[config.mk]
export PLATFORM = sky130hd
export DESIGN_NAME = companion_form_rk4_plant_step
export DESIGN_NICKNAME = d
export VERILOG_FILES = /design/src/crk4_pkg.sv /design/src/companion_form_rk4_plant_step.sv
export SDC_FILE = /design/constraint.sdc
export NUM_CORES = 2
export LEC_CHECK = 0
export ABC_AREA = 1
export ABC_CLOCK_PERIOD_IN_PS = 26900
export BUFFER_PORTS_ARGS = -buffer_cell sky130_fd_sc_hd__buf_2
export CAP_MARGIN = 40
export CORE_ASPECT_RATIO = 1.4
export CORE_MARGIN = 4
export CORE_UTILIZATION = 30
export DETAILED_ROUTE_END_ITERATION = 12
export SLEW_MARGIN = 20
export SYNTH_ARGS = -nofsm -noshare
export SYNTH_HDL_FRONTEND = slang
export SYNTH_SLANG_ARGS = --single-unit
[constraint.sdc]
create_clock -name clk -period 26.9 [get_ports clk]
set_input_delay 2.69 -clock clk [delete_from_list [all_inputs] [get_ports clk]]
set_output_delay 2.69 -clock clk [all_outputs]
set_load 0.05 [all_outputs]
[src/crk4_pkg.sv]
// Shared types, constants and the saturation helper for the companion-form RK4 plant step.
// No dependencies; used by companion_form_rk4_plant_step, crk4_plant_checker and the bench.
`default_nettype none

package crk4_pkg;

	// Register file layout
	localparam int NUM_COEF  = 5;
	localparam int COEF_W    = 24;
	localparam int REG_IDX_W = 3;

	localparam logic [REG_IDX_W-1:0] REG_COEF_0 = 3'd0;
	localparam logic [REG_IDX_W-1:0] REG_COEF_4 = 3'd4;
	localparam logic [REG_IDX_W-1:0] REG_GAIN   = 3'd5;
	localparam logic [REG_IDX_W-1:0] REG_STEP   = 3'd6;

	localparam logic [COEF_W-1:0] STEP_RESET = 24'd16777;

	// Datapath widths
	localparam int DATA_W = 32;   // Q16.16 state, drive and derivatives
	localparam int KSUM_W = 35;   // k1 + 2k2 + 2k3 + k4
	localparam int MA_W   = 35;   // multiplier operand A (signed)
	localparam int MB_W   = 25;   // multiplier operand B (signed, holds unsigned h)
	localparam int P_W    = 60;   // product
	localparam int ACC_W  = 58;   // last-row accumulator, Q26.32
	localparam int TAG_IDX_W = 3;

	// Floor division by six, one byte per cycle
	localparam int DIV_W = 40;
	localparam logic [2:0] DIV_LAST = 3'd4;                 // five byte steps
	localparam logic [DIV_W-1:0] DIV_OFS = 40'd25769803776; // 6 * 2^32, keeps dividend positive
	localparam logic signed [63:0] DIV_BIAS = 64'sd4294967296; // 2^32 = DIV_OFS / 6
	localparam logic [11:0] RECIP_6  = 12'd2731;            // ceil(2^14 / 6)
	localparam logic [3:0]  DIVISOR  = 4'd6;

	// Sequencer states
	typedef enum logic [8:0] {
		S_IDLE      = 9'b000000001,
		S_DERIV     = 9'b000000010,
		S_GAP       = 9'b000000100,
		S_STAGE     = 9'b000001000,
		S_FINAL_MUL = 9'b000010000,
		S_FINAL_CAP = 9'b000100000,
		S_DIV       = 9'b001000000,
		S_FINAL_WR  = 9'b010000000,
		S_DONE      = 9'b100000000
	} state_t;

	// Travels with a product so the consume side knows what to do with it
	typedef struct packed {
		logic                 deriv;
		logic                 stage;
		logic                 first;
		logic                 last;
		logic                 half;
		logic [TAG_IDX_W-1:0] idx;
	} tag_t;

	typedef struct packed {
		logic [DATA_W-1:0] val;
		logic              clip;
	} sat_t;

	// Clip a wide signed value to the signed 32-bit range
	function automatic sat_t sat32(input logic signed [63:0] v);
		sat_t r;
		if (v > 64'sd2147483647) begin
			r.val  = 32'h7fff_ffff;
			r.clip = 1'b1;
		end else if (v < -64'sd2147483648) begin
			r.val  = 32'h8000_0000;
			r.clip = 1'b1;
		end else begin
			r.val  = v[DATA_W-1:0];
			r.clip = 1'b0;
		end
		return r;
	endfunction

endpackage

`default_nettype wire

[src/companion_form_rk4_plant_step.sv]
// Companion-form linear plant, one classical RK4 step per drive sample.
// Depends on crk4_pkg (types, constants, sat32).
`default_nettype none

// Each accepted drive sample advances the ORDER-element plant state by one
// fourth-order Runge-Kutta step of size h and returns y = x0 plus a flag
// that is set when any derivative, stage state or new state clipped to 32
// bits. All arithmetic runs through one 35x25 multiplier under a small
// sequencer: four derivative passes, three stage passes, ORDER final
// updates, each dominated by a byte-serial divide by six, and a load of
// the output register. in_stall is high while an item is in work; the
// finished result sits in an output register, and a new item is taken in
// the cycle after that result has been loaded there, so the block takes
// no new drive sample before it is through with the last one.
// Configuration writes should be made only while the block is idle.
module companion_form_rk4_plant_step #(
	parameter int ORDER = 3
) (
	input  wire logic                                 clk,
	input  wire logic                                 arst_n,
	// configuration
	input  wire logic                                 wr_en,
	input  wire logic [crk4_pkg::REG_IDX_W-1:0]       wr_index,
	input  wire logic [crk4_pkg::COEF_W-1:0]          wr_data,
	// drive samples
	input  wire logic                                 in_valid,
	output logic                                      in_stall,
	input  wire logic signed [crk4_pkg::DATA_W-1:0]   drive,
	// results
	output logic                                      out_valid,
	input  wire logic                                 out_stall,
	output logic signed [crk4_pkg::DATA_W-1:0]        plant_output,
	output logic                                      saturated
);

	localparam int IDX_W = (ORDER > 1) ? $clog2(ORDER) : 1;
	localparam int CNT_W = $clog2(ORDER + 1);
	localparam logic [CNT_W-1:0] CNT_LAST_TERM = CNT_W'(ORDER);
	localparam logic [CNT_W-1:0] CNT_LAST_ELEM = CNT_W'(ORDER - 1);

	// Registers and state
	logic signed [crk4_pkg::COEF_W-1:0] coef_q [0:crk4_pkg::NUM_COEF-1];
	logic signed [crk4_pkg::COEF_W-1:0] gain_q;
	logic        [crk4_pkg::COEF_W-1:0] step_q;

	logic signed [crk4_pkg::DATA_W-1:0] x_q    [0:ORDER-1];
	logic signed [crk4_pkg::DATA_W-1:0] s_q    [0:ORDER-1];
	logic signed [crk4_pkg::KSUM_W-1:0] ksum_q [0:ORDER-1];
	logic signed [crk4_pkg::DATA_W-1:0] klast_q;
	logic signed [crk4_pkg::DATA_W-1:0] u_q;
	logic signed [crk4_pkg::ACC_W-1:0]  acc_q;
	logic signed [crk4_pkg::P_W-1:0]    p_s1;
	crk4_pkg::tag_t                     tag_s1;
	crk4_pkg::state_t                   state_q;
	logic [CNT_W-1:0]                   cnt_q;
	logic [1:0]                         rk_q;
	logic [2:0]                         dcnt_q;
	logic [crk4_pkg::DIV_W-1:0]         div_q;
	logic [2:0]                         rem_q;
	logic                               sat_q;
	logic                               out_valid_q;
	logic signed [crk4_pkg::DATA_W-1:0] plant_output_q;
	logic                               saturated_q;

	logic in_xfer;
	logic out_load;
	logic last_elem;

	assign in_stall  = (state_q != crk4_pkg::S_IDLE);
	assign in_xfer   = in_valid && !in_stall;
	assign out_load  = (state_q == crk4_pkg::S_DONE) && (!out_valid_q || !out_stall);
	assign last_elem = (cnt_q == CNT_LAST_ELEM);

	// Operand fetch: stage state, derivative element, coefficient, k sum
	logic [CNT_W-1:0]                   s_rd_addr;
	logic signed [crk4_pkg::DATA_W-1:0] s_rd;
	logic signed [crk4_pkg::DATA_W-1:0] kop;
	logic [crk4_pkg::REG_IDX_W-1:0]     coef_idx;
	logic signed [crk4_pkg::COEF_W-1:0] coef_rd;
	logic signed [crk4_pkg::KSUM_W-1:0] ksum_rd;
	logic signed [crk4_pkg::KSUM_W-1:0] fin_sum;

	always_comb begin
		if (state_q == crk4_pkg::S_DERIV) begin
			s_rd_addr = cnt_q - CNT_W'(1);
		end else begin
			s_rd_addr = cnt_q + CNT_W'(1);
		end
	end

	assign s_rd     = (s_rd_addr < CNT_LAST_TERM) ? s_q[s_rd_addr[IDX_W-1:0]] : '0;
	assign kop      = last_elem ? klast_q : s_rd;
	assign coef_idx = crk4_pkg::REG_IDX_W'(cnt_q) - crk4_pkg::REG_IDX_W'(1);
	assign coef_rd  = coef_q[coef_idx];
	assign ksum_rd  = ksum_q[cnt_q[IDX_W-1:0]];
	assign fin_sum  = ksum_rd + {{(crk4_pkg::KSUM_W - crk4_pkg::DATA_W){kop[31]}}, kop};

	// Shared multiplier: operand select and issue tag
	logic signed [crk4_pkg::MA_W-1:0] ma;
	logic signed [crk4_pkg::MB_W-1:0] mb;
	logic signed [crk4_pkg::P_W-1:0]  mul_w;
	crk4_pkg::tag_t                   tag_n;

	always_comb begin
		ma    = '0;
		mb    = '0;
		tag_n = '0;
		unique case (state_q)
			crk4_pkg::S_DERIV: begin
				if (cnt_q == '0) begin
					ma = crk4_pkg::MA_W'(u_q);
					mb = crk4_pkg::MB_W'(gain_q);
				end else begin
					ma = crk4_pkg::MA_W'(s_rd);
					mb = crk4_pkg::MB_W'(coef_rd);
				end
				tag_n.deriv = 1'b1;
				tag_n.first = (cnt_q == '0);
				tag_n.last  = (cnt_q == CNT_LAST_TERM);
			end
			crk4_pkg::S_STAGE: begin
				ma          = crk4_pkg::MA_W'(kop);
				mb          = $signed({1'b0, step_q});
				tag_n.stage = 1'b1;
				tag_n.half  = (rk_q != 2'd2);
				tag_n.idx   = crk4_pkg::TAG_IDX_W'(cnt_q);
			end
			crk4_pkg::S_FINAL_MUL: begin
				ma = fin_sum;
				mb = $signed({1'b0, step_q});
			end
			crk4_pkg::S_IDLE, crk4_pkg::S_GAP, crk4_pkg::S_FINAL_CAP, crk4_pkg::S_DIV,
			crk4_pkg::S_FINAL_WR, crk4_pkg::S_DONE: begin
				ma = '0;
			end
			default: begin
				ma = '0;
			end
		endcase
	end

	assign mul_w = ma * mb;

	// Consume side: last derivative row, stage states, final update
	logic signed [crk4_pkg::ACC_W-1:0]  acc_term;
	logic signed [crk4_pkg::ACC_W-1:0]  acc_next;
	crk4_pkg::sat_t                     kl_sat;
	logic signed [crk4_pkg::P_W-1:0]    stage_inc;
	logic [IDX_W-1:0]                   x_rd_addr;
	logic signed [crk4_pkg::DATA_W-1:0] x_rd;
	crk4_pkg::sat_t                     stage_sat;
	logic signed [crk4_pkg::P_W-1:0]    fin_shift;
	logic signed [crk4_pkg::KSUM_W-1:0] fin_q35;
	logic [crk4_pkg::DIV_W-1:0]         div_load;
	logic signed [63:0]                 fin_inc;
	crk4_pkg::sat_t                     fin_sat;

	assign acc_term = $signed(p_s1[crk4_pkg::ACC_W-1:0]);
	assign acc_next = tag_s1.first ? acc_term : (acc_q - acc_term);
	assign kl_sat   = crk4_pkg::sat32(64'(acc_next >>> 16));

	assign stage_inc = tag_s1.half ? (p_s1 >>> 25) : (p_s1 >>> 24);
	assign x_rd_addr = (state_q == crk4_pkg::S_FINAL_WR) ? cnt_q[IDX_W-1:0]
	                                                    : tag_s1.idx[IDX_W-1:0];
	assign x_rd      = x_q[x_rd_addr];
	assign stage_sat = crk4_pkg::sat32(64'(x_rd) + 64'(stage_inc));

	// floor(h*sum / 2^24), offset so the divide by six works on a positive value
	assign fin_shift = p_s1 >>> 24;
	assign fin_q35   = $signed(fin_shift[crk4_pkg::KSUM_W-1:0]);
	assign div_load  = {{(crk4_pkg::DIV_W - crk4_pkg::KSUM_W){fin_q35[crk4_pkg::KSUM_W-1]}},
	                    fin_q35} + crk4_pkg::DIV_OFS;

	// One quotient byte per cycle by reciprocal multiply
	logic [10:0] dv;
	logic [22:0] dprod;
	logic [7:0]  digit;
	logic [10:0] drem;

	assign dv    = {rem_q, div_q[crk4_pkg::DIV_W-1 -: 8]};
	assign dprod = 23'(dv) * 23'(crk4_pkg::RECIP_6);
	assign digit = dprod[21:14];
	assign drem  = dv - (11'(digit) * 11'(crk4_pkg::DIVISOR));

	assign fin_inc = $signed({24'b0, div_q}) - crk4_pkg::DIV_BIAS;
	assign fin_sat = crk4_pkg::sat32(64'(x_rd) + fin_inc);

	// Sequencer
	always_ff @(posedge clk or negedge arst_n) begin
		if (!arst_n) begin
			state_q <= crk4_pkg::S_IDLE;
			cnt_q   <= '0;
			rk_q    <= '0;
			dcnt_q  <= '0;
			tag_s1  <= '0;
		end else begin
			tag_s1 <= tag_n;
			unique case (state_q)
				crk4_pkg::S_IDLE: begin
					if (in_valid) begin
						state_q <= crk4_pkg::S_DERIV;
						cnt_q   <= '0;
						rk_q    <= '0;
					end
				end
				crk4_pkg::S_DERIV: begin
					if (cnt_q == CNT_LAST_TERM) begin
						state_q <= crk4_pkg::S_GAP;
						cnt_q   <= '0;
					end else begin
						cnt_q <= cnt_q + CNT_W'(1);
					end
				end
				crk4_pkg::S_GAP: begin
					if (rk_q == 2'd3) begin
						state_q <= crk4_pkg::S_FINAL_MUL;
					end else begin
						state_q <= crk4_pkg::S_STAGE;
					end
				end
				crk4_pkg::S_STAGE: begin
					if (last_elem) begin
						state_q <= crk4_pkg::S_DERIV;
						cnt_q   <= '0;
						rk_q    <= rk_q + 2'd1;
					end else begin
						cnt_q <= cnt_q + CNT_W'(1);
					end
				end
				crk4_pkg::S_FINAL_MUL: begin
					state_q <= crk4_pkg::S_FINAL_CAP;
				end
				crk4_pkg::S_FINAL_CAP: begin
					state_q <= crk4_pkg::S_DIV;
					dcnt_q  <= '0;
				end
				crk4_pkg::S_DIV: begin
					dcnt_q <= dcnt_q + 3'd1;
					if (dcnt_q == crk4_pkg::DIV_LAST) begin
						state_q <= crk4_pkg::S_FINAL_WR;
					end
				end
				crk4_pkg::S_FINAL_WR: begin
					if (last_elem) begin
						state_q <= crk4_pkg::S_DONE;
						cnt_q   <= '0;
					end else begin
						state_q <= crk4_pkg::S_FINAL_MUL;
						cnt_q   <= cnt_q + CNT_W'(1);
					end
				end
				crk4_pkg::S_DONE: begin
					if (!out_valid_q || !out_stall) begin
						state_q <= crk4_pkg::S_IDLE;
					end
				end
				default: begin
					state_q <= crk4_pkg::S_IDLE;
				end
			endcase
		end
	end

	// Configuration registers, plant state and clip flag
	always_ff @(posedge clk or negedge arst_n) begin
		if (!arst_n) begin
			for (int j = 0; j < crk4_pkg::NUM_COEF; j++) begin
				coef_q[j] <= '0;
			end
			gain_q <= '0;
			step_q <= crk4_pkg::STEP_RESET;
			for (int j = 0; j < ORDER; j++) begin
				x_q[j] <= '0;
			end
			sat_q <= 1'b0;
		end else begin
			if (wr_en) begin
				unique case (wr_index) inside
					[crk4_pkg::REG_COEF_0:crk4_pkg::REG_COEF_4]: coef_q[wr_index] <= wr_data;
					crk4_pkg::REG_GAIN: gain_q <= wr_data;
					crk4_pkg::REG_STEP: step_q <= wr_data;
					default: ;
				endcase
			end
			if (state_q == crk4_pkg::S_FINAL_WR) begin
				x_q[cnt_q[IDX_W-1:0]] <= fin_sat.val;
			end
			if (in_xfer) begin
				sat_q <= 1'b0;
			end else if ((tag_s1.deriv && tag_s1.last && kl_sat.clip)
			          || (tag_s1.stage && stage_sat.clip)
			          || ((state_q == crk4_pkg::S_FINAL_WR) && fin_sat.clip)) begin
				sat_q <= 1'b1;
			end
		end
	end

	// Working registers of the step
	always_ff @(posedge clk) begin
		p_s1 <= mul_w;
		if (in_xfer) begin
			u_q <= drive;
			for (int j = 0; j < ORDER; j++) begin
				s_q[j] <= x_q[j];
			end
		end
		// last derivative row
		if (tag_s1.deriv) begin
			acc_q <= acc_next;
			if (tag_s1.last) begin
				klast_q <= kl_sat.val;
			end
		end
		// stage state element
		if (tag_s1.stage) begin
			s_q[tag_s1.idx[IDX_W-1:0]] <= stage_sat.val;
		end
		// weighted derivative sum k1 + 2k2 + 2k3
		if (state_q == crk4_pkg::S_STAGE) begin
			if (rk_q == 2'd0) begin
				ksum_q[cnt_q[IDX_W-1:0]] <= crk4_pkg::KSUM_W'(kop);
			end else begin
				ksum_q[cnt_q[IDX_W-1:0]] <= ksum_rd
					+ {{(crk4_pkg::KSUM_W - crk4_pkg::DATA_W - 1){kop[31]}}, kop, 1'b0};
			end
		end
		// divide by six
		if (state_q == crk4_pkg::S_FINAL_CAP) begin
			div_q <= div_load;
			rem_q <= '0;
		end else if (state_q == crk4_pkg::S_DIV) begin
			div_q <= {div_q[crk4_pkg::DIV_W-9:0], digit};
			rem_q <= drem[2:0];
		end
	end

	// Output register
	always_ff @(posedge clk or negedge arst_n) begin
		if (!arst_n) begin
			out_valid_q <= 1'b0;
		end else if (out_load) begin
			out_valid_q <= 1'b1;
		end else if (!out_stall) begin
			out_valid_q <= 1'b0;
		end
	end

	always_ff @(posedge clk) begin
		if (out_load) begin
			plant_output_q <= x_q[0];
			saturated_q    <= sat_q;
		end
	end

	assign out_valid    = out_valid_q;
	assign plant_output = plant_output_q;
	assign saturated    = saturated_q;

endmodule

`default_nettype wire

==> impl_metrics.prom <==
# TYPE chip_impl_metric gauge
chip_impl_metric{name="finalMaxSlewViolations",unit=""} 0
chip_impl_metric{name="max_cap_violations",unit=""} 0
chip_impl_metric{name="final_cells",unit=""} 13430
chip_impl_metric{name="detailroute.via_count",unit=""} 65400
chip_impl_info{name="unrepaired_setup_endpoints_after_global_routing",value="no"} 1
chip_impl_info{name="worst_path_most_repeated_cell",value="sky130_fd_sc_hd__nand2_1"} 1
chip_impl_metric{name="cts-buffers-inserted",unit=""} 71
chip_impl_metric{name="grt_pass1_vias",unit=""} 66900
chip_impl_metric{name="initialDrtViolationCount",unit=""} 4992
chip_impl_metric{name="fin_worst_skew",unit="ns"} 0.05218
chip_impl_metric{name="critical_path_peak_fanout",unit=""} 44
chip_impl_metric{name="worstMarginPinSlew",unit="ns"} 0.9710
chip_impl_metric{name="syn_area_per_cell",unit="um2"} 7.861
chip_impl_info{name="worstSetupPathType",value="reg -> reg"} 1
chip_impl_metric{name="synthDominantCellAreaShare",unit="%"} 23.53
chip_impl_metric{name="first_pass_grt_wire_length",unit="um"} 422700
chip_impl_metric{name="synth.yosys.warnings",unit=""} 0
chip_impl_info{name="tritoncts_clock_tree",value="built"} 1
chip_impl_metric{name="cts_repair_resize_count",unit=""} 0
chip_impl_info{name="synth_top_cells_by_count",value="2603 x sky130_fd_sc_hd__nand2_1, 1943 x sky130_fd_sc_hd__inv_1, 916 x sky130_fd_sc_hd__fa_1"} 1
chip_impl_metric{name="timing.slew.headroom",unit="%"} 35.07
chip_impl_metric{name="worst_ir_drop_vdd",unit="mV"} 0.06856
chip_impl_metric{name="num_rows",unit=""} 221
chip_impl_metric{name="area_growth_syn_to_layout",unit="%"} 9.625
chip_impl_info{name="crit_family",value="adder cells"} 1
chip_impl_metric{name="fin_crit",unit="ns"} 13.23
chip_impl_metric{name="layout.nets",unit=""} 11340
chip_impl_metric{name="grt_antenna_before_repair",unit=""} 13
chip_impl_metric{name="synth.yosys.seq_area_share",unit="%"} 25.40
chip_impl_metric{name="post_synth_num_cell_types",unit=""} 71
chip_impl_metric{name="clock_net_sink_count",unit=""} 724
chip_impl_metric{name="clock.fmax",unit="MHz"} 75.59
chip_impl_metric{name="finalWirelength",unit="um"} 282200
chip_impl_metric{name="start_util",unit="%"} 30.11
chip_impl_metric{name="postSynthNetCount",unit=""} 11340
chip_impl_metric{name="finalSetupViolCount",unit=""} 0
chip_impl_metric{name="port_buffers",unit=""} 98
chip_impl_metric{name="post_synth_edffs",unit=""} 396
chip_impl_metric{name="overflow",unit=""} 0
chip_impl_info{name="synth_most_common_cell",value="sky130_fd_sc_hd__nand2_1"} 1
chip_impl_metric{name="drt.antenna.violating_nets",unit=""} 0
chip_impl_metric{name="worstPathRequired",unit="ns"} 27.47
chip_impl_metric{name="finalSetupTns",unit="ns"} 0
chip_impl_metric{name="power.leakage",unit="nW"} 42.05
chip_impl_metric{name="worst_ep_arrival_time",unit="ns"} 13.80
chip_impl_info{name="hold_class",value="reg -> reg"} 1
chip_impl_metric{name="chipWidth",unit="um"} 438.8
chip_impl_metric{name="post_drt_wl_per_cell",unit="um"} 21.02
chip_impl_info{name="cts-root-buf",value="sky130_fd_sc_hd__clkbuf_16"} 1
chip_impl_metric{name="drcViolationCount",unit=""} 0
chip_impl_metric{name="synthesis.instances",unit=""} 9914
chip_impl_info{name="critical_path_sink_type",value="register"} 1
chip_impl_info{name="cpMaxStageDelayCell",value="sky130_fd_sc_hd__dfrtp_4"} 1
chip_impl_metric{name="finalWeightedCongestion",unit=""} 0.9939
chip_impl_metric{name="p_per_area",unit="nW/um2"} 89.52
chip_impl_metric{name="maximum_number_of_pins_on_one_net_before_global_route_repair",unit=""} 97
chip_impl_metric{name="io_pins",unit=""} 99
chip_impl_metric{name="ys_ff_latch",unit=""} 724
chip_impl_metric{name="worst_skew_pair.late_latency",unit="ns"} 0.70
chip_impl_metric{name="clk_transition_reported_paths",unit="ns"} 0.07
chip_impl_metric{name="hold_buf_cts",unit=""} 0
chip_impl_metric{name="place.detailed.instances",unit=""} 13290
chip_impl_metric{name="postCtsSetupBuffers",unit=""} 0
chip_impl_metric{name="detailedRoute.firstPassIterationCount",unit=""} 6
chip_impl_metric{name="area_of_the_mapped_netlist",unit="um2"} 77930
chip_impl_metric{name="async_flop_share",unit="%"} 36.60
chip_impl_metric{name="finalCritPeriodShare",unit="%"} 49.18
chip_impl_info{name="top_cells_by_area_in_the_synthesized_netlist",value="sky130_fd_sc_hd__fa_1 24%, sky130_fd_sc_hd__edfxtp_1 15%, sky130_fd_sc_hd__nand2_1 13%, sky130_fd_sc_hd__inv_1 9.4%, sky130_fd_sc_hd__dfrtp_1 8.3%"} 1
chip_impl_metric{name="critPathMaxStageDelay",unit="ns"} 0.81
chip_impl_info{name="setup.worst_path.start_class",value="register"} 1
chip_impl_metric{name="global_route.usage.total",unit="%"} 20.89
chip_impl_metric{name="design.core.area",unit="um2"} 258800
chip_impl_info{name="status",value="finished, final reports clean"} 1
chip_impl_metric{name="clock_tree.htree_level_count",unit=""} 3
chip_impl_metric{name="report.final.hold_viol_count",unit=""} 0
chip_impl_metric{name="die-height",unit="um"} 611.1
chip_impl_info{name="postSynth.topFlopCell",value="sky130_fd_sc_hd__edfxtp_1"} 1
chip_impl_metric{name="vias_per_cell",unit=""} 4.871
chip_impl_metric{name="worstPathBufferInverterCount",unit=""} 9
chip_impl_metric{name="dieArea",unit="um2"} 268100
chip_impl_info{name="yosys.area.top_type",value="sky130_fd_sc_hd__fa_1"} 1
chip_impl_metric{name="drive_gt1_share",unit="%"} 5.629
chip_impl_metric{name="post-dp-hpwl",unit="um"} 229400
chip_impl_metric{name="clockBufferDepth",unit=""} 3
==> layout by cell type (no fill, tap or decap), types with 12 or more instances in the layout <==
master	count
sky130_fd_sc_hd__clkbuf_16	74
sky130_fd_sc_hd__o21ai_1	37
sky130_fd_sc_hd__a21oi_1	401
sky130_fd_sc_hd__nand4_1	39
sky130_fd_sc_hd__a21o_1	18
sky130_fd_sc_hd__o22ai_1	26
sky130_fd_sc_hd__dfxtp_1	63
sky130_fd_sc_hd__xnor2_1	90
sky130_fd_sc_hd__or2_2	28
sky130_fd_sc_hd__a31o_2	17
sky130_fd_sc_hd__buf_2	117
sky130_fd_sc_hd__o32ai_1	29
sky130_fd_sc_hd__clkbuf_1	17
sky130_fd_sc_hd__a31oi_1	47
sky130_fd_sc_hd__o21bai_1	23
sky130_fd_sc_hd__o211ai_1	19
sky130_fd_sc_hd__ha_1	450
sky130_fd_sc_hd__dfrtp_1	255
sky130_fd_sc_hd__nor3_1	39
sky130_fd_sc_hd__nand2_4	12
sky130_fd_sc_hd__nor4_1	20
sky130_fd_sc_hd__o21ai_2	18
sky130_fd_sc_hd__edfxtp_1	396
sky130_fd_sc_hd__inv_2	31
sky130_fd_sc_hd__buf_4	133
sky130_fd_sc_hd__nand2_1	2602
sky130_fd_sc_hd__nand3_1	171
sky130_fd_sc_hd__o21ai_0	800
sky130_fd_sc_hd__nor2_1	785
sky130_fd_sc_hd__xor2_1	125
sky130_fd_sc_hd__inv_1	1939
sky130_fd_sc_hd__o21a_1	17
sky130_fd_sc_hd__fa_1	916
==> area by class of cell <==
type | instances | area [um2]
Fill cell | 27620 | 173400
Multi-Input combinational cell | 6864 | 49370
Sequential cell | 724 | 19800
Inverter | 1979 | 7438
Tap cell | 3456 | 4324
Timing Repair Buffer | 268 | 1962
Clock buffer | 93 | 1943
Clock inverter | 39 | 581.8
Antenna cell | 4 | 10.01
==> power by group <==
part	internal, mW	switching, mW	total, mW
clock network	0.604	0.496	1.10
registers	1.47	0.110	1.58
logic	1.45	3.52	4.97
==> metal layers <==
layer | track usage, % | wire length [um] | share of wire (%)
met4 | 14.91 | 24540 | 8.7
met3 | 2.434 | 15470 | 5.5
met2 | 36.47 | 138600 | 49
met5 | 0 | 26 | 0.0092
met1 | 23.60 | 103600 | 37
==> stage by stage <==
stage / power, mW / worst slack, ns / hold WS [ns] / util [%] / instance area [um2]
global placement: 6.480 / 13.35 / 0.4534 / 31.84 / 82420
detailed placement: 6.489 / 13.86 / 0.4493 / 32.00 / 82830
global route: 8.197 / 12.92 / 0.4568 / 33.01 / 85430
CTS: 7.620 / 13.79 / 0.4499 / 32.98 / 85350
floorplan: 4.743 / 16.13 / 0.4249 / - / 77930
finish: 7.648 / 13.67 / 0.4589 / 33.01 / 85430
==> flip-flops by register name, indices dropped and copies added, names as in the netlist, 40 cells and up <==
register / count
acc_q: 58
coef_q: 96
div_q: 40
ksum_q: 105
p_s1: 60
s_q: 96
x_q: 96
==> cell families (layout without fill, tap and decap cells) <==
logic type / Yosys count / in the layout / synth area share, %
xor+xnor: 215 / 215 / 2.416
buf+inv: 2326 / 2379 / 11.47
fa+ha+maj: 1367 / 1367 / 30.77
flops: 724 / 724 / 25.40
compound gates: 1538 / 1538 / 11.05
other cells: 0 / 4 / 0
simple gates: 3744 / 3744 / 18.90
==> final timing paths <==
| path | from | slack [ns] | endpoint | depth (start not counted) |
|---|---|---|---|---|
| worst min register to register | x_q[65] | 0.46 | plant_output[1] | 0 |
| min in group asynchronous | arst_n | 2.05 | x_q[65] | 1 |
| worst min-delay path | x_q[65] | 0.46 | plant_output[1] | 0 |
| worst max register to register | cnt_q[0] | 13.67 | p_s1[40] | 46 |
| worst max-delay path | cnt_q[0] | 13.67 | p_s1[40] | 46 |
| max in group asynchronous | arst_n | 22.14 | step_q[14] | 5 |
(Power assumes the default switching activity.)
